<file path="config.mk">
export PLATFORM = sky130hd
export DESIGN_NAME = tracked_point_zone_trigger_unit_flat
export DESIGN_NICKNAME = d
export VERILOG_FILES = /design/src/hw/rtl/tpz_pkg.sv /design/src/hw/rtl/tpz_if.sv /design/src/hw/rtl/tpz_front.sv /design/src/hw/rtl/tpz_queue.sv /design/src/hw/rtl/tpz_div.sv /design/src/hw/rtl/tpz_back.sv /design/src/hw/rtl/tracked_point_zone_trigger_unit.sv /design/src/flat_wrapper.sv
export VERILOG_INCLUDE_DIRS = /design/src /design/src/hw/rtl
export SDC_FILE = /design/constraint.sdc
export NUM_CORES = 1
export LEC_CHECK = 0
export BUFFER_PORTS_ARGS = -buffer_cell sky130_fd_sc_hd__clkbuf_2
export CORE_UTILIZATION = 55
export DETAILED_ROUTE_END_ITERATION = 8
export GPL_ROUTABILITY_DRIVEN = 0
export PLACE_DENSITY = 0.8
export SYNTH_ARGS = -nofsm -noshare
export SYNTH_HDL_FRONTEND = slang
export SYNTH_HIERARCHICAL = 1
export SYNTH_SLANG_ARGS = --single-unit
</file>
<file path="constraint.sdc">
create_clock -name clk_i -period 7.34 [get_ports clk_i]
set_clock_uncertainty 0.15 [all_clocks]
set_input_delay 1.468 -clock clk_i [delete_from_list [all_inputs] [get_ports clk_i]]
set_output_delay 1.468 -clock clk_i [all_outputs]
set_load 0.02 [all_outputs]
</file>
<file path="src/hw/rtl/assert_macros.svh">
// Assertion macros shared by the RTL files of the zone trigger.
`ifndef ASSERT_MACROS_SVH
`define ASSERT_MACROS_SVH

`ifndef SYNTHESIS

// Check on every rising edge, muted while reset is active.
`define ASSERT_RST(label, clk, rstn, prop, msg) \
  label: assert property (@(posedge clk) disable iff (!rstn) prop) else $error(msg);

// Check on every rising edge, reset included.
`define ASSERT_ALWAYS(label, clk, prop, msg) \
  label: assert property (@(posedge clk) prop) else $error(msg);

`else

`define ASSERT_RST(label, clk, rstn, prop, msg)
`define ASSERT_ALWAYS(label, clk, prop, msg)

`endif

`endif

</file>
<file path="src/hw/rtl/tpz_pkg.sv">
// Types and constants of the tracked-point zone trigger.
package tpz_pkg;

  localparam int unsigned LEVEL_W  = 8;
  localparam int unsigned BTN_W    = 3;
  localparam int unsigned CFG_IDX_W = 3;
  localparam int unsigned Q_DEPTH  = 2;
  localparam int unsigned Q_PTR_W  = 1;

  localparam logic [BTN_W-1:0] BTN_NONE = 3'd0;
  localparam logic [BTN_W-1:0] BTN_FIVE = 3'd5;
  localparam logic [BTN_W-1:0] BTN_SIX  = 3'd6;

  typedef enum logic [CFG_IDX_W-1:0] {
    CFG_DIVISIONS  = 3'd0,
    CFG_DEBOUNCE   = 3'd1,
    CFG_LEFT_X     = 3'd2,
    CFG_BTN_ROWS   = 3'd3,
    CFG_EXPR_ROWS  = 3'd4,
    CFG_LOWER_COLS = 3'd5,
    CFG_UPPER_COLS = 3'd6
  } cfg_idx_e;

  typedef enum logic [2:0] {
    MD_NONE     = 3'd0,
    MD_UNARMED  = 3'd1,
    MD_ARMED    = 3'd2,
    MD_DEBOUNCE = 3'd3,
    MD_EXPR     = 3'd4
  } mode_e;

  typedef enum logic [1:0] {
    EV_NONE   = 2'd0,
    EV_BUTTON = 2'd1,
    EV_LEVEL  = 2'd2
  } ev_kind_e;

  typedef enum logic [1:0] {
    EX_ZERO = 2'd0,
    EX_TOP  = 2'd1,
    EX_DIV  = 2'd2
  } expr_case_e;

  typedef enum logic [1:0] {
    BK_IDLE = 2'd0,
    BK_DIV  = 2'd1,
    BK_EMIT = 2'd2
  } bk_state_e;

  // Zone flags of one word, worked out by the front end.
  typedef struct packed {
    logic             single;
    logic             x_gt_left;
    logic             x_lt_left;
    logic             in_band;
    logic             strike;
    logic [BTN_W-1:0] strike_btn;
    expr_case_e       expr_case;
  } cls_t;

  localparam int unsigned CLS_W = $bits(cls_t);

endpackage

</file>
<file path="src/hw/rtl/tpz_if.sv">
// Valid/ready channel interfaces for reports in and events out.
interface tpz_in_if #(
  parameter int unsigned COORD_WIDTH = 10
) ();
  logic                   valid;
  logic                   ready;
  logic [1:0]             object_count;
  logic [COORD_WIDTH-1:0] centroid_x;
  logic [COORD_WIDTH-1:0] centroid_y;

  modport source (output valid, object_count, centroid_x, centroid_y, input ready);
  modport sink   (input valid, object_count, centroid_x, centroid_y, output ready);
endinterface

interface tpz_out_if ();
  logic       valid;
  logic       ready;
  logic [1:0] event_kind;
  logic [2:0] button_number;
  logic [7:0] expression_level;
  logic [2:0] tracker_state;

  modport source (output valid, event_kind, button_number, expression_level, tracker_state,
                  input ready);
  modport sink   (input valid, event_kind, button_number, expression_level, tracker_state,
                  output ready);
endinterface

</file>
<file path="src/hw/rtl/tpz_front.sv">
// Front end: accept reports and classify the point against the zones.
module tpz_front #(
  parameter int unsigned COORD_WIDTH = 10,
  parameter int unsigned LEFT_W      = 10
) (
  tpz_in_if.sink                 in_i,
  input  logic [LEFT_W-1:0]      left_i,
  input  logic [2*COORD_WIDTH-1:0] btn_rows_i,
  input  logic [2*COORD_WIDTH-1:0] expr_rows_i,
  input  logic [4*COORD_WIDTH-1:0] lower_cols_i,
  input  logic [3*COORD_WIDTH-1:0] upper_cols_i,
  input  logic                   full_i,
  output logic                   push_o,
  output tpz_pkg::cls_t          cls_o,
  output logic [COORD_WIDTH-1:0] y_diff_o,
  output logic [COORD_WIDTH-1:0] span_o
);
  import tpz_pkg::*;

  localparam int unsigned C = COORD_WIDTH;

  logic [C-1:0]      x, y, btop, bbot, etop, ebot;
  logic [LEFT_W-1:0] x_ext;
  logic              below, above;
  logic [BTN_W-1:0]  lower_btn, upper_btn;

  assign in_i.ready = !full_i;
  assign push_o     = in_i.valid && !full_i;

  always_comb begin
    x     = in_i.centroid_x;
    y     = in_i.centroid_y;
    x_ext = LEFT_W'(x);
    btop  = btn_rows_i[C-1:0];
    bbot  = btn_rows_i[2*C-1:C];
    etop  = expr_rows_i[C-1:0];
    ebot  = expr_rows_i[2*C-1:C];

    below = y > bbot;
    above = y < btop;

    // First right edge that x lies below wins; scan from the top so the lowest sticks.
    lower_btn = BTN_NONE;
    for (int k = 3; k >= 0; k--) begin
      if (x < lower_cols_i[k*C +: C]) begin
        lower_btn = BTN_W'(k + 1);
      end
    end

    if (x < upper_cols_i[C-1:0]) begin
      upper_btn = BTN_FIVE;
    end else if (x > upper_cols_i[2*C-1:C] && x < upper_cols_i[3*C-1:2*C]) begin
      upper_btn = BTN_SIX;
    end else begin
      upper_btn = BTN_NONE;
    end

    cls_o.single     = in_i.object_count == 2'd1;
    cls_o.x_gt_left  = x_ext > left_i;
    cls_o.x_lt_left  = x_ext < left_i;
    cls_o.in_band    = (y > btop) && (y < bbot);
    cls_o.strike     = below || above;
    cls_o.strike_btn = below ? lower_btn : (above ? upper_btn : BTN_NONE);

    if (y > ebot) begin
      cls_o.expr_case = EX_ZERO;
    end else if (y < etop || ebot == etop) begin
      cls_o.expr_case = EX_TOP;
    end else begin
      cls_o.expr_case = EX_DIV;
    end

    y_diff_o = ebot - y;
    span_o   = ebot - etop;
  end

endmodule

</file>
<file path="src/hw/rtl/tpz_queue.sv">
// Two-entry queue between the front end and the back end.
module tpz_queue #(
  parameter int unsigned WIDTH = 30
) (
  input  logic             clk_i,
  input  logic             rst_ni,
  input  logic             push_i,
  input  logic [WIDTH-1:0] wdata_i,
  input  logic             pop_i,
  output logic [WIDTH-1:0] rdata_o,
  output logic             full_o,
  output logic             empty_o
);
  import tpz_pkg::*;

  `include "assert_macros.svh"

  logic [WIDTH-1:0]   mem_q [Q_DEPTH];
  logic [Q_PTR_W-1:0] wptr_q, rptr_q;
  logic [Q_PTR_W:0]   count_q, count_d;

  assign full_o  = count_q == (Q_PTR_W+1)'(Q_DEPTH);
  assign empty_o = count_q == '0;
  assign rdata_o = mem_q[rptr_q];

  always_comb begin
    count_d = count_q;
    if (push_i && !pop_i) begin
      count_d = count_q + 1'b1;
    end else if (pop_i && !push_i) begin
      count_d = count_q - 1'b1;
    end
  end

  always_ff @(posedge clk_i or negedge rst_ni) begin
    if (!rst_ni) begin
      wptr_q  <= '0;
      rptr_q  <= '0;
      count_q <= '0;
    end else begin
      count_q <= count_d;
      if (push_i) begin
        wptr_q <= wptr_q + 1'b1;
      end
      if (pop_i) begin
        rptr_q <= rptr_q + 1'b1;
      end
    end
  end

  always_ff @(posedge clk_i) begin
    if (push_i) begin
      mem_q[wptr_q] <= wdata_i;
    end
  end

  `ASSERT_RST(a_no_push_full, clk_i, rst_ni, push_i |-> !full_o, "push into full queue")
  `ASSERT_RST(a_no_pop_empty, clk_i, rst_ni, pop_i |-> !empty_o, "pop from empty queue")
  `ASSERT_RST(a_count_bound, clk_i, rst_ni, count_q <= (Q_PTR_W+1)'(Q_DEPTH), "queue overfilled")

endmodule

</file>
<file path="src/hw/rtl/tpz_div.sv">
// Level unit: multiply, then restoring division one quotient bit per cycle.
module tpz_div #(
  parameter int unsigned COORD_WIDTH = 10
) (
  input  logic                     clk_i,
  input  logic                     rst_ni,
  input  logic                     start_i,
  input  logic [tpz_pkg::LEVEL_W-1:0] mcand_i,
  input  logic [COORD_WIDTH-1:0]   mplier_i,
  input  logic [COORD_WIDTH-1:0]   dsor_i,
  output logic                     done_o,
  output logic [tpz_pkg::LEVEL_W-1:0] quo_o
);
  import tpz_pkg::*;

  `include "assert_macros.svh"

  localparam int unsigned W     = COORD_WIDTH + LEVEL_W;
  localparam int unsigned CNT_W = $clog2(LEVEL_W);

  logic [W-1:0]       prod;
  logic [W-1:0]       rem_q, dsor_q;
  logic [LEVEL_W-1:0] quo_q;
  logic [CNT_W-1:0]   cnt_q;
  logic               busy_q, done_q;
  logic               fits;

  // Quotient stays below 2^LEVEL_W since the numerator is at most top * span.
  assign prod   = W'(mcand_i) * W'(mplier_i);
  assign fits   = rem_q >= dsor_q;
  assign done_o = done_q;
  assign quo_o  = quo_q;

  always_ff @(posedge clk_i or negedge rst_ni) begin
    if (!rst_ni) begin
      busy_q <= 1'b0;
      done_q <= 1'b0;
      cnt_q  <= '0;
    end else begin
      done_q <= 1'b0;
      if (start_i) begin
        busy_q <= 1'b1;
        cnt_q  <= '0;
      end else if (busy_q) begin
        cnt_q <= cnt_q + 1'b1;
        if (cnt_q == CNT_W'(LEVEL_W - 1)) begin
          busy_q <= 1'b0;
          done_q <= 1'b1;
        end
      end
    end
  end

  always_ff @(posedge clk_i) begin
    if (start_i) begin
      rem_q  <= prod;
      dsor_q <= {1'b0, dsor_i, {(LEVEL_W-1){1'b0}}};
      quo_q  <= '0;
    end else if (busy_q) begin
      if (fits) begin
        rem_q <= rem_q - dsor_q;
      end
      quo_q  <= {quo_q[LEVEL_W-2:0], fits};
      dsor_q <= dsor_q >> 1;
    end
  end

  `ASSERT_RST(a_start_idle, clk_i, rst_ni, start_i |-> !busy_q, "start while busy")
  `ASSERT_RST(a_done_after_busy, clk_i, rst_ni, done_q |-> $past(busy_q), "done without work")

endmodule

</file>
<file path="src/hw/rtl/tpz_back.sv">
// Back end: tracker state machine, holdoff, level change and the result register.
module tpz_back (
  input  logic                        clk_i,
  input  logic                        rst_ni,
  input  logic                        empty_i,
  input  tpz_pkg::cls_t               head_cls_i,
  input  logic [tpz_pkg::LEVEL_W-1:0] top_level_i,
  input  logic [7:0]                  debounce_i,
  input  logic                        div_done_i,
  input  logic [tpz_pkg::LEVEL_W-1:0] div_quo_i,
  output logic                        pop_o,
  output logic                        div_start_o,
  tpz_out_if.source                   out_o
);
  import tpz_pkg::*;

  `include "assert_macros.svh"

  bk_state_e          state_q, state_d;
  mode_e              mode_q, mode_d;
  logic [7:0]         hold_q, hold_d, hold_dec;
  logic [LEVEL_W-1:0] prev_q, prev_d, lvl_q, lvl_d;
  logic               chk_q, chk_d;
  logic [BTN_W-1:0]   btn_q, btn_d;
  logic               out_valid_q, out_valid_d, load_out;
  logic               level_change;
  ev_kind_e           kind_d;
  logic [1:0]         kind_q;
  logic [BTN_W-1:0]   obtn_q;
  logic [LEVEL_W-1:0] olvl_q;
  logic [2:0]         ostate_q;

  assign out_o.valid            = out_valid_q;
  assign out_o.event_kind       = kind_q;
  assign out_o.button_number    = obtn_q;
  assign out_o.expression_level = olvl_q;
  assign out_o.tracker_state    = ostate_q;

  assign hold_dec     = (hold_q != 8'd0) ? hold_q - 8'd1 : hold_q;
  assign level_change = chk_q && (lvl_q != prev_q);

  always_comb begin
    state_d     = state_q;
    mode_d      = mode_q;
    hold_d      = hold_q;
    prev_d      = prev_q;
    lvl_d       = lvl_q;
    chk_d       = chk_q;
    btn_d       = btn_q;
    pop_o       = 1'b0;
    div_start_o = 1'b0;
    load_out    = 1'b0;
    out_valid_d = out_valid_q && !out_o.ready;

    if (level_change) begin
      kind_d = EV_LEVEL;
    end else if (btn_q != BTN_NONE) begin
      kind_d = EV_BUTTON;
    end else begin
      kind_d = EV_NONE;
    end

    case (state_q)
      BK_IDLE: begin
        if (!empty_i) begin
          pop_o   = 1'b1;
          hold_d  = hold_dec;
          chk_d   = 1'b0;
          btn_d   = BTN_NONE;
          lvl_d   = '0;
          state_d = BK_EMIT;
          if (!head_cls_i.single) begin
            if (mode_q != MD_DEBOUNCE) begin
              mode_d = MD_NONE;
            end
          end else begin
            case (mode_q)
              MD_NONE, MD_UNARMED: begin
                if (head_cls_i.x_gt_left) begin
                  mode_d = MD_EXPR;
                end else if (head_cls_i.in_band) begin
                  mode_d = MD_ARMED;
                end else begin
                  mode_d = MD_UNARMED;
                end
              end
              MD_ARMED: begin
                if (head_cls_i.x_gt_left) begin
                  mode_d = MD_EXPR;
                end else if (head_cls_i.strike) begin
                  // A strike outside every button still holds off.
                  mode_d = MD_DEBOUNCE;
                  hold_d = debounce_i;
                  btn_d  = head_cls_i.strike_btn;
                end
              end
              MD_DEBOUNCE: begin
                if (hold_dec == 8'd0) begin
                  mode_d = MD_UNARMED;
                end
              end
              MD_EXPR: begin
                if (head_cls_i.x_lt_left) begin
                  mode_d = MD_UNARMED;
                end else begin
                  chk_d = 1'b1;
                  case (head_cls_i.expr_case)
                    EX_ZERO: lvl_d = '0;
                    EX_TOP:  lvl_d = top_level_i;
                    default: begin
                      div_start_o = 1'b1;
                      state_d     = BK_DIV;
                    end
                  endcase
                end
              end
              default: mode_d = MD_NONE;
            endcase
          end
        end
      end
      BK_DIV: begin
        if (div_done_i) begin
          lvl_d   = div_quo_i;
          state_d = BK_EMIT;
        end
      end
      BK_EMIT: begin
        if (!out_valid_q || out_o.ready) begin
          load_out    = 1'b1;
          out_valid_d = 1'b1;
          state_d     = BK_IDLE;
          if (level_change) begin
            prev_d = lvl_q;
          end
        end
      end
      default: state_d = BK_IDLE;
    endcase
  end

  always_ff @(posedge clk_i or negedge rst_ni) begin
    if (!rst_ni) begin
      state_q     <= BK_IDLE;
      mode_q      <= MD_NONE;
      hold_q      <= '0;
      prev_q      <= '0;
      lvl_q       <= '0;
      chk_q       <= 1'b0;
      btn_q       <= BTN_NONE;
      out_valid_q <= 1'b0;
    end else begin
      state_q     <= state_d;
      mode_q      <= mode_d;
      hold_q      <= hold_d;
      prev_q      <= prev_d;
      lvl_q       <= lvl_d;
      chk_q       <= chk_d;
      btn_q       <= btn_d;
      out_valid_q <= out_valid_d;
    end
  end

  always_ff @(posedge clk_i) begin
    if (load_out) begin
      kind_q   <= kind_d;
      obtn_q   <= (kind_d == EV_BUTTON) ? btn_q : BTN_NONE;
      olvl_q   <= (kind_d == EV_LEVEL) ? lvl_q : '0;
      ostate_q <= mode_q;
    end
  end

  `ASSERT_RST(a_done_in_div, clk_i, rst_ni, div_done_i |-> (state_q == BK_DIV),
              "level unit finished outside the divide wait")
  `ASSERT_RST(a_button_debounce, clk_i, rst_ni,
              (out_valid_q && kind_q == EV_BUTTON) |-> (ostate_q == MD_DEBOUNCE),
              "button event without holdoff")

endmodule

</file>
<file path="src/hw/rtl/tracked_point_zone_trigger_unit.sv">
// Top level of the tracked-point zone trigger.
//
// Usage: in_i takes one report word per video frame (object count, centroid x and y);
// out_o gives one event word per report (event kind, button, expression level and
// the tracker mode after that report). Both are valid/ready channels.
// Configuration goes through cfg_we_i / cfg_idx_i / cfg_wdata_i, one register per
// write, only while no report is in flight. Indexes past the last register are dropped.
//
// Flow: an accepted word goes into the queue; the back end pops it, then loads the
// result register in its emit state. An expression level that falls between the
// expression rows first runs through the multiply/divide unit (a product, then 8
// quotient bits, then the back end takes the quotient). The back end handles one word
// at a time: it pops no new word until the last one is in the output register.
// The front end keeps accepting into a two-word queue while the back end works, and
// a finished word sits in the output register while the next one is processed.
// When the receiver stalls, the output register holds, then the back end, then the
// queue fills and in_i.ready drops.
// Reset: control and configuration registers go to their reset values, tracker to no
// track, holdoff and last level to zero; no clearing pass of data registers is needed.
module tracked_point_zone_trigger_unit #(
  parameter int unsigned COORD_WIDTH = 10
) (
  input  logic                                clk_i,
  input  logic                                rst_ni,
  tpz_in_if.sink                              in_i,
  tpz_out_if.source                           out_o,
  input  logic                                cfg_we_i,
  input  logic [tpz_pkg::CFG_IDX_W-1:0]       cfg_idx_i,
  input  logic [4*COORD_WIDTH-1:0]            cfg_wdata_i
);
  import tpz_pkg::*;

  localparam int unsigned C      = COORD_WIDTH;
  // Wide enough for the reset edge of the expression zone at any coordinate width.
  localparam int unsigned LEFT_W = (COORD_WIDTH > 9) ? COORD_WIDTH : 9;
  localparam int unsigned QW     = CLS_W + 2 * COORD_WIDTH;

  // Configuration registers.
  logic [7:0]        divisions_q;
  logic [7:0]        debounce_q;
  logic [LEFT_W-1:0] left_q;
  logic [2*C-1:0]    btn_rows_q;
  logic [2*C-1:0]    expr_rows_q;
  logic [4*C-1:0]    lower_cols_q;
  logic [3*C-1:0]    upper_cols_q;
  logic [7:0]        top_level;

  // Front to queue.
  logic              push, full;
  cls_t              cls;
  logic [C-1:0]      y_diff, span;
  logic [QW-1:0]     push_word, head_word;

  // Queue to back end.
  logic              pop, empty;
  cls_t              head_cls;
  logic [C-1:0]      head_ydiff, head_span;

  // Level unit handshake.
  logic              div_start, div_done;
  logic [LEVEL_W-1:0] div_quo;

  // Highest level; zero divisions wrap to all ones.
  assign top_level = divisions_q - 8'd1;

  always_ff @(posedge clk_i or negedge rst_ni) begin
    if (!rst_ni) begin
      divisions_q  <= 8'd128;
      debounce_q   <= 8'd15;
      left_q       <= LEFT_W'(480);
      btn_rows_q   <= '0;
      expr_rows_q  <= '0;
      lower_cols_q <= '0;
      upper_cols_q <= '0;
    end else if (cfg_we_i) begin
      case (cfg_idx_i)
        CFG_DIVISIONS:  divisions_q  <= cfg_wdata_i[7:0];
        CFG_DEBOUNCE:   debounce_q   <= cfg_wdata_i[7:0];
        CFG_LEFT_X:     left_q       <= LEFT_W'(cfg_wdata_i[C-1:0]);
        CFG_BTN_ROWS:   btn_rows_q   <= cfg_wdata_i[2*C-1:0];
        CFG_EXPR_ROWS:  expr_rows_q  <= cfg_wdata_i[2*C-1:0];
        CFG_LOWER_COLS: lower_cols_q <= cfg_wdata_i[4*C-1:0];
        CFG_UPPER_COLS: upper_cols_q <= cfg_wdata_i[3*C-1:0];
        default: ;
      endcase
    end
  end

  // Accept and classify.
  tpz_front #(
    .COORD_WIDTH (COORD_WIDTH),
    .LEFT_W      (LEFT_W)
  ) u_front (
    .in_i         (in_i),
    .left_i       (left_q),
    .btn_rows_i   (btn_rows_q),
    .expr_rows_i  (expr_rows_q),
    .lower_cols_i (lower_cols_q),
    .upper_cols_i (upper_cols_q),
    .full_i       (full),
    .push_o       (push),
    .cls_o        (cls),
    .y_diff_o     (y_diff),
    .span_o       (span)
  );

  assign push_word = {cls, y_diff, span};

  // Decouple front and back.
  tpz_queue #(
    .WIDTH (QW)
  ) u_queue (
    .clk_i   (clk_i),
    .rst_ni  (rst_ni),
    .push_i  (push),
    .wdata_i (push_word),
    .pop_i   (pop),
    .rdata_o (head_word),
    .full_o  (full),
    .empty_o (empty)
  );

  assign head_cls   = cls_t'(head_word[QW-1 -: CLS_W]);
  assign head_ydiff = head_word[2*C-1:C];
  assign head_span  = head_word[C-1:0];

  // Level = top * (bottom - y) / (bottom - top_row), started as the word is popped.
  tpz_div #(
    .COORD_WIDTH (COORD_WIDTH)
  ) u_div (
    .clk_i    (clk_i),
    .rst_ni   (rst_ni),
    .start_i  (div_start),
    .mcand_i  (top_level),
    .mplier_i (head_ydiff),
    .dsor_i   (head_span),
    .done_o   (div_done),
    .quo_o    (div_quo)
  );

  // Tracker, holdoff and result register.
  tpz_back u_back (
    .clk_i       (clk_i),
    .rst_ni      (rst_ni),
    .empty_i     (empty),
    .head_cls_i  (head_cls),
    .top_level_i (top_level),
    .debounce_i  (debounce_q),
    .div_done_i  (div_done),
    .div_quo_i   (div_quo),
    .pop_o       (pop),
    .div_start_o (div_start),
    .out_o       (out_o)
  );

endmodule

</file>
<file path="src/flat_wrapper.sv">
// flat-port wrapper written by rule: the top's interface ports become plain ports
module tracked_point_zone_trigger_unit_flat import tpz_pkg::*;
#(
  parameter int unsigned COORD_WIDTH = 10
)
  (clk_i, rst_ni, cfg_we_i, cfg_idx_i, cfg_wdata_i, in_i_valid, in_i_object_count, in_i_centroid_x, in_i_centroid_y, in_i_ready, out_o_valid, out_o_event_kind, out_o_button_number, out_o_expression_level, out_o_tracker_state, out_o_ready);
  tpz_in_if #(.COORD_WIDTH(COORD_WIDTH)) in_i_i ();
  tpz_out_if out_o_i ();
  input  logic clk_i;
  input  logic rst_ni;
  input  logic cfg_we_i;
  input  logic [tpz_pkg::CFG_IDX_W-1:0] cfg_idx_i;
  input  logic [4*COORD_WIDTH-1:0] cfg_wdata_i;
  input wire logic [$bits(in_i_i.valid)-1:0] in_i_valid;
  input wire logic [$bits(in_i_i.object_count)-1:0] in_i_object_count;
  input wire logic [$bits(in_i_i.centroid_x)-1:0] in_i_centroid_x;
  input wire logic [$bits(in_i_i.centroid_y)-1:0] in_i_centroid_y;
  output wire logic [$bits(in_i_i.ready)-1:0] in_i_ready;
  output wire logic [$bits(out_o_i.valid)-1:0] out_o_valid;
  output wire logic [$bits(out_o_i.event_kind)-1:0] out_o_event_kind;
  output wire logic [$bits(out_o_i.button_number)-1:0] out_o_button_number;
  output wire logic [$bits(out_o_i.expression_level)-1:0] out_o_expression_level;
  output wire logic [$bits(out_o_i.tracker_state)-1:0] out_o_tracker_state;
  input wire logic [$bits(out_o_i.ready)-1:0] out_o_ready;
  assign in_i_i.valid = in_i_valid;
  assign in_i_i.object_count = in_i_object_count;
  assign in_i_i.centroid_x = in_i_centroid_x;
  assign in_i_i.centroid_y = in_i_centroid_y;
  assign in_i_ready = in_i_i.ready;
  assign out_o_valid = out_o_i.valid;
  assign out_o_event_kind = out_o_i.event_kind;
  assign out_o_button_number = out_o_i.button_number;
  assign out_o_expression_level = out_o_i.expression_level;
  assign out_o_tracker_state = out_o_i.tracker_state;
  assign out_o_i.ready = out_o_ready;
  tracked_point_zone_trigger_unit #(.COORD_WIDTH(COORD_WIDTH)) u_core (.clk_i(clk_i), .rst_ni(rst_ni), .in_i(in_i_i), .out_o(out_o_i), .cfg_we_i(cfg_we_i), .cfg_idx_i(cfg_idx_i), .cfg_wdata_i(cfg_wdata_i));
endmodule
</file>
# Word-level counts from Yosys, hierarchy flattened
# Memories as Yosys holds them, arrays and structs flattened.
# Cells that the tools add are included.
# W data, S select, Z words.
# totals
memories,1
elab_cells,205
ram_bits,60
in_bits,70
reg_bits,238
output_inout_bits,18
# op_classes
magnitude_cmp,16
mul,1
add_sub_neg,10
eq_ne,27
reduce_logical,43
n_mux,77
bitwise_logic,1
# mem_list
name,words,width,rd,rd_clocked_by_memory_dff,wr,line,text
u_core.u_queue.mem_q,2,30,1,0,1,tpz_queue.sv:18,logic [WIDTH-1:0] mem_q [Q_DEPTH];
# ops
op,n
$lt A10 B10 Y1,10
$mux W8,11
$mux W3,21
$mux W18,3
$gt A10 B10 Y1,5
$mux W17,2
$mux W2,13
$mux W1,24
$sub A10 B10 Y10,2
$ge A18 B17 Y1,1
$mul A8 B10 Y18,1
$reduce_and A2 Y1,9
$sub A18 B17 Y18,1
$pmux W8 S2,1
$sub A8 B1 Y8 const B,2
$eq A3 B3 Y1 const B,5
$eq A3 B2 Y1 const B,4
$pmux W3 S4,1
$eq A10 B10 Y1,1
$reduce_bool A2 Y1,5
$reduce_and A3 Y1,3
$eq A2 B1 Y1 const B,4
$logic_not A8 Y1,1
$ne A8 B8 Y1,1
22 further kinds,44

# Depth between registers and ports, before layout
# An unclocked memory read counts as a cell.
# depth
ltp_word,11
depth_mapped,21
ltp_nobuf,21

# Hierarchy
# Netlist, hierarchy kept.
# by_module_without_submodules
mod,seq_area_each_um2,area_per_inst_um2,instances,cells_each
tpz_div,1266.2,5531.6,1,603
tracked_point_zone_trigger_unit,3414.5,5210.0,1,312
tpz_front,0.0,3554.7,1,486
tpz_back,1331.3,2498.6,1,229
tpz_queue,1901.8,2359.8,1,109

# Least setup slack after synthesis
# Ideal clock, no wire load.
# synth_path
kind,flip-flop to flip-flop
from,register u_core.divisions_q[0]
to,register u_core.u_div.rem_q[14] (data pin)
path_buffers,0
t_arrival_ps,5219
stages_incl_launch_ff,20
synth_period_minus_slack_ps,5625
setup_slack_ps,1715
required_time_ps,6934
setup_ps,256
path_cell_list,dfrtp_1 inv_1 ha_1 nand2b_1 nor4_1 xor2_1 and2_1 fa_1 fa_1 fa_1 inv_1 fa_1 inv_1 ha_1 a21oi_1 inv_1 a41oi_1 a31oi_1 or3_1 a31o_2
# synth_between
elab_chain_cells,3
# synth_lines
item,line,text
from (decl),tracked_point_zone_trigger_unit.sv:39,logic [7:0] divisions_q;
from (signal assigned),tracked_point_zone_trigger_unit.sv:77,CFG_DIVISIONS: divisions_q <= cfg_wdata_i[7:0];
$sub A8 B1 Y8,tracked_point_zone_trigger_unit.sv:64,assign top_level = divisions_q - 8'd1;
net u_core.top_level[0],tracked_point_zone_trigger_unit.sv:46,logic [7:0] top_level;
$mul A8 B10 Y18,tpz_div.sv:29,assign prod = W'(mcand_i) * W'(mplier_i);
$mux W18,tpz_div.sv:55,if (start_i) begin
to (signal assigned),tpz_div.sv:56,rem_q <= prod;
to (signal assigned),tpz_div.sv:61,rem_q <= rem_q - dsor_q;
to (decl),tpz_div.sv:22,"logic [W-1:0] rem_q, dsor_q;"
# The timed path passes the listed nets, and every way through them passes these cells.
# A chain may end at the register's enable or synchronous reset.

# Worst setup path in the final report
# Same ends and word-level chain as after synthesis.

==> results_dict.tcl <==
set metrics [dict create \
    post_drt_wl_per_cell_um 18.39 \
    synthCells 1739 \
    drt_wl_total_um 42380 \
    numCtsBuffers 34 \
    clk_latency_ns 0.52 \
    syn_to_final_growth_pct 10.31 \
    slew_headroom_pct 18.79 \
    crit_fanout 12 \
    slew_violations 0 \
    grt_usage_pct 24.34 \
    ys_types 96 \
    crit_chain "inv_1 -> ha_1 -> nand2b_1 -> nor4_1 -> xor2_1 -> and2_1 -> fa_1 -> fa_1 -> fa_1 -> inv_1 -> fa_1 -> inv_1 -> ha_1 -> a21oi_1 -> inv_1 -> a41oi_1 -> a31oi_1 -> or3_1 -> a31o_2" \
    synth_compound_area_share_pct 10.37 \
    nFillCells 2655 \
    setup_ws_ns 0.9126 \
    ctsResizeCount 0 \
    path_clk_slew_ns 0.06 \
    worst_pin_slew_ns 1.212 \
    status "finished, final reports clean" \
    cp_top_family "adder cells" \
    synth_top_family_by_area "adder cells" \
    cts_root_buffer "clkbuf_16" \
    synthMuxAreaShare_pct 11.59 \
    synthXorXnorAreaFrac_pct 2.332 \
    ant_nets 0 \
    finalSetupViolCount 0 \
    avgViaCountPerCell 5.826 \
    ys_warn_count 6 \
    synth-edff-count 104 \
    synth_flop_cell "dfrtp_1" \
    post_cts_buffers 0 \
    grt_pass1_wl_um 69700 \
    crit_buf_inv 4 \
    final_common_cell "inv_1" \
    die-area_mm2 0.03558 \
    crit_type "reg -> reg" \
    row_count 67 \
    cp-end-kind "register" \
    hpwlAfterDp_um 30580 \
    finalCritPeriodShare_pct 87.57 \
    synth_nets 2043 \
    cts_sinks 298 \
    cts_tree "yes" \
    drtIter0Drc 922 \
    cp-start-kind "register" \
    grt_pass1_vias 13740 \
    drt-pass1-iter-count 5 \
    die_h_um 188.6 \
    fin_tns_setup_ns 0 \
    hp-class "reg -> reg" \
    portBuffers 87 \
    ios 88 \
    ys_seq_area_share_pct 41.32 \
    cp_slowest_stage_delay_ns 0.70 \
    antenna_found_initial 0 \
    slowest_stage "xor2_1" \
    critPathRequiredTime_ns 7.47 \
    cap_violations 0 \
    most-common-layout-cells "227 x inv_1, 183 x ha_1, 177 x mux2_2" \
    die_width_um 188.6 \
    yosys.area_share.simple_pct 11.52 \
    finalNetCount 2136 \
    initial_core_util_pct 56.56 \
    rsz0062_at_grt "no" \
    finalCriticalPeriod_ns 6.427 \
    final_cells 2304 \
    cts_buffer_depth 3 \
    cts-hold-fix-buffers 0 \
    drive_above_1_share_pct 20.04 \
    coreArea_mm2 0.03387 \
    vias 13420 \
    grt_max_degree 77 \
    drc 0 \
    cts_max_level 2 \
    synth_seq_cells 298 \
    placed_cells 2244 \
    dp_slack_ns 1.015 \
    grt_overflow 0 \
    timing.fmax_mhz 155.6 \
    syn-cell-area_mm2 0.01915 \
    synthAdderAreaFrac_pct 17.28 \
    worstPathArrival_ns 6.56 \
    synthArstFlopShare_pct 60.07 \
    finalHoldViolCount 0 \
    avgSynthCellArea_um2 11.01 \
    diodes 0 \
]
## synth_stat cells, types with 22 or more instances
library cell,n,share of area [%]
and2_1,82,2.7
a21o_1,28,1.1
edfxtp_1,104,16
xnor2_1,22,1.0
a21oi_1,56,1.5
ha_1,183,12
mux2_2,177,10
dfrtp_1,170,22
nand2_1,91,1.8
o21ai_0,47,1.2
nand3_1,26,0.68
nor2_1,60,1.2
nor3_1,23,0.60
xor2_1,29,1.3
nor2b_1,22,0.72
fa_1,51,5.3
inv_1,227,4.4
## path summary, 6_finish.rpt
kind                                        endpoint  depth (start not counted)                      start  slack (ns)
min in group asynchronous    u_core/upper_cols_q[21]                          1                     rst_ni        0.79
max in group asynchronous      u_core/u_div/cnt_q[2]                          2                     rst_ni        4.94
hold reg to reg            u_core/u_queue/count_q[1]                          1  u_core/u_queue/count_q[1]        0.34
hold / removal             u_core/u_queue/count_q[1]                          1  u_core/u_queue/count_q[1]        0.34
setup reg to reg              u_core/u_div/rem_q[14]                         19      u_core/divisions_q[0]        0.91
setup / recovery              u_core/u_div/rem_q[14]                         19      u_core/divisions_q[0]        0.91
## state kept, by name, summed over array words and instances, names as in the netlist, 2 cells and up
name	flops
u_core/btn_rows_q	20
u_core/debounce_q	8
u_core/divisions_q	8
u_core/expr_rows_q	20
u_core/left_q	10
u_core/lower_cols_q	40
u_core/u_back/btn_q	3
u_core/u_back/hold_q	8
u_core/u_back/lvl_q	8
u_core/u_back/mode_q	3
u_core/u_back/out_o.button_number	3
u_core/u_back/out_o.event_kind	2
u_core/u_back/out_o.expression_level	8
u_core/u_back/out_o.tracker_state	3
u_core/u_back/prev_q	8
u_core/u_back/state_q	2
u_core/u_div/cnt_q	3
u_core/u_div/dsor_q	17
u_core/u_div/quo_o	8
u_core/u_div/rem_q	18
u_core/u_queue/count_q	2
u_core/u_queue/mem_q	60
u_core/upper_cols_q	30
## cell families after synthesis
logic type | after synthesis
AO/OA/AOI/OAI | 287
XOR/XNOR | 51
adder cells (fa/ha/maj) | 234
buffers and inverters | 268
flip-flops | 298
multiplexers | 199
AND/OR/NAND/NOR | 402
## per-layer routing
metal  GRT usage [%]  wire [um]
met5               0          0
met2           40.48      20300
met3           3.464       2383
met1           32.95      18760
met4           7.413        929
## stage by stage
stage	cell area [um2]	hold WS (ns)	utilization (%)
2_1_floorplan	19150	0.2935	-
3_3_place_gp	20040	0.3221	59.16
3_5_place_dp	20040	0.3268	59.16
4_1_cts	21130	0.3371	62.39
5_1_grt	21130	0.3608	62.39
6_report	21130	0.3388	62.39
## cell type report
type | count | area, um2 | area share [%]
Multi-Input combinational cell | 1173 | 10190 | 48.22
Sequential cell | 298 | 7914 | 37.45
Clock buffer | 49 | 968.4 | 4.583
Inverter | 228 | 855.8 | 4.050
Tap cell | 448 | 560.5 | 2.653
Timing Repair Buffer | 97 | 516.7 | 2.446
Clock inverter | 11 | 126.4 | 0.5981
## worst register-to-register path: stages, from the launching register on
cell and delay, ns:
dfrtp_1 0.39, inv_1 0.28, ha_1 0.25, nand2b_1 0.08
nor4_1 0.23, xor2_1 0.70, and2_1 0.26, fa_1 0.45
fa_1 0.53, fa_1 0.54, inv_1 0.05, fa_1 0.53
inv_1 0.04, ha_1 0.37, a21oi_1 0.20, inv_1 0.08
a41oi_1 0.32, a31oi_1 0.17, or3_1 0.33, a31o_2 0.25
Power is not shown: default switching activity piles up to over one toggle a cycle in this logic, so the estimate is an artifact.
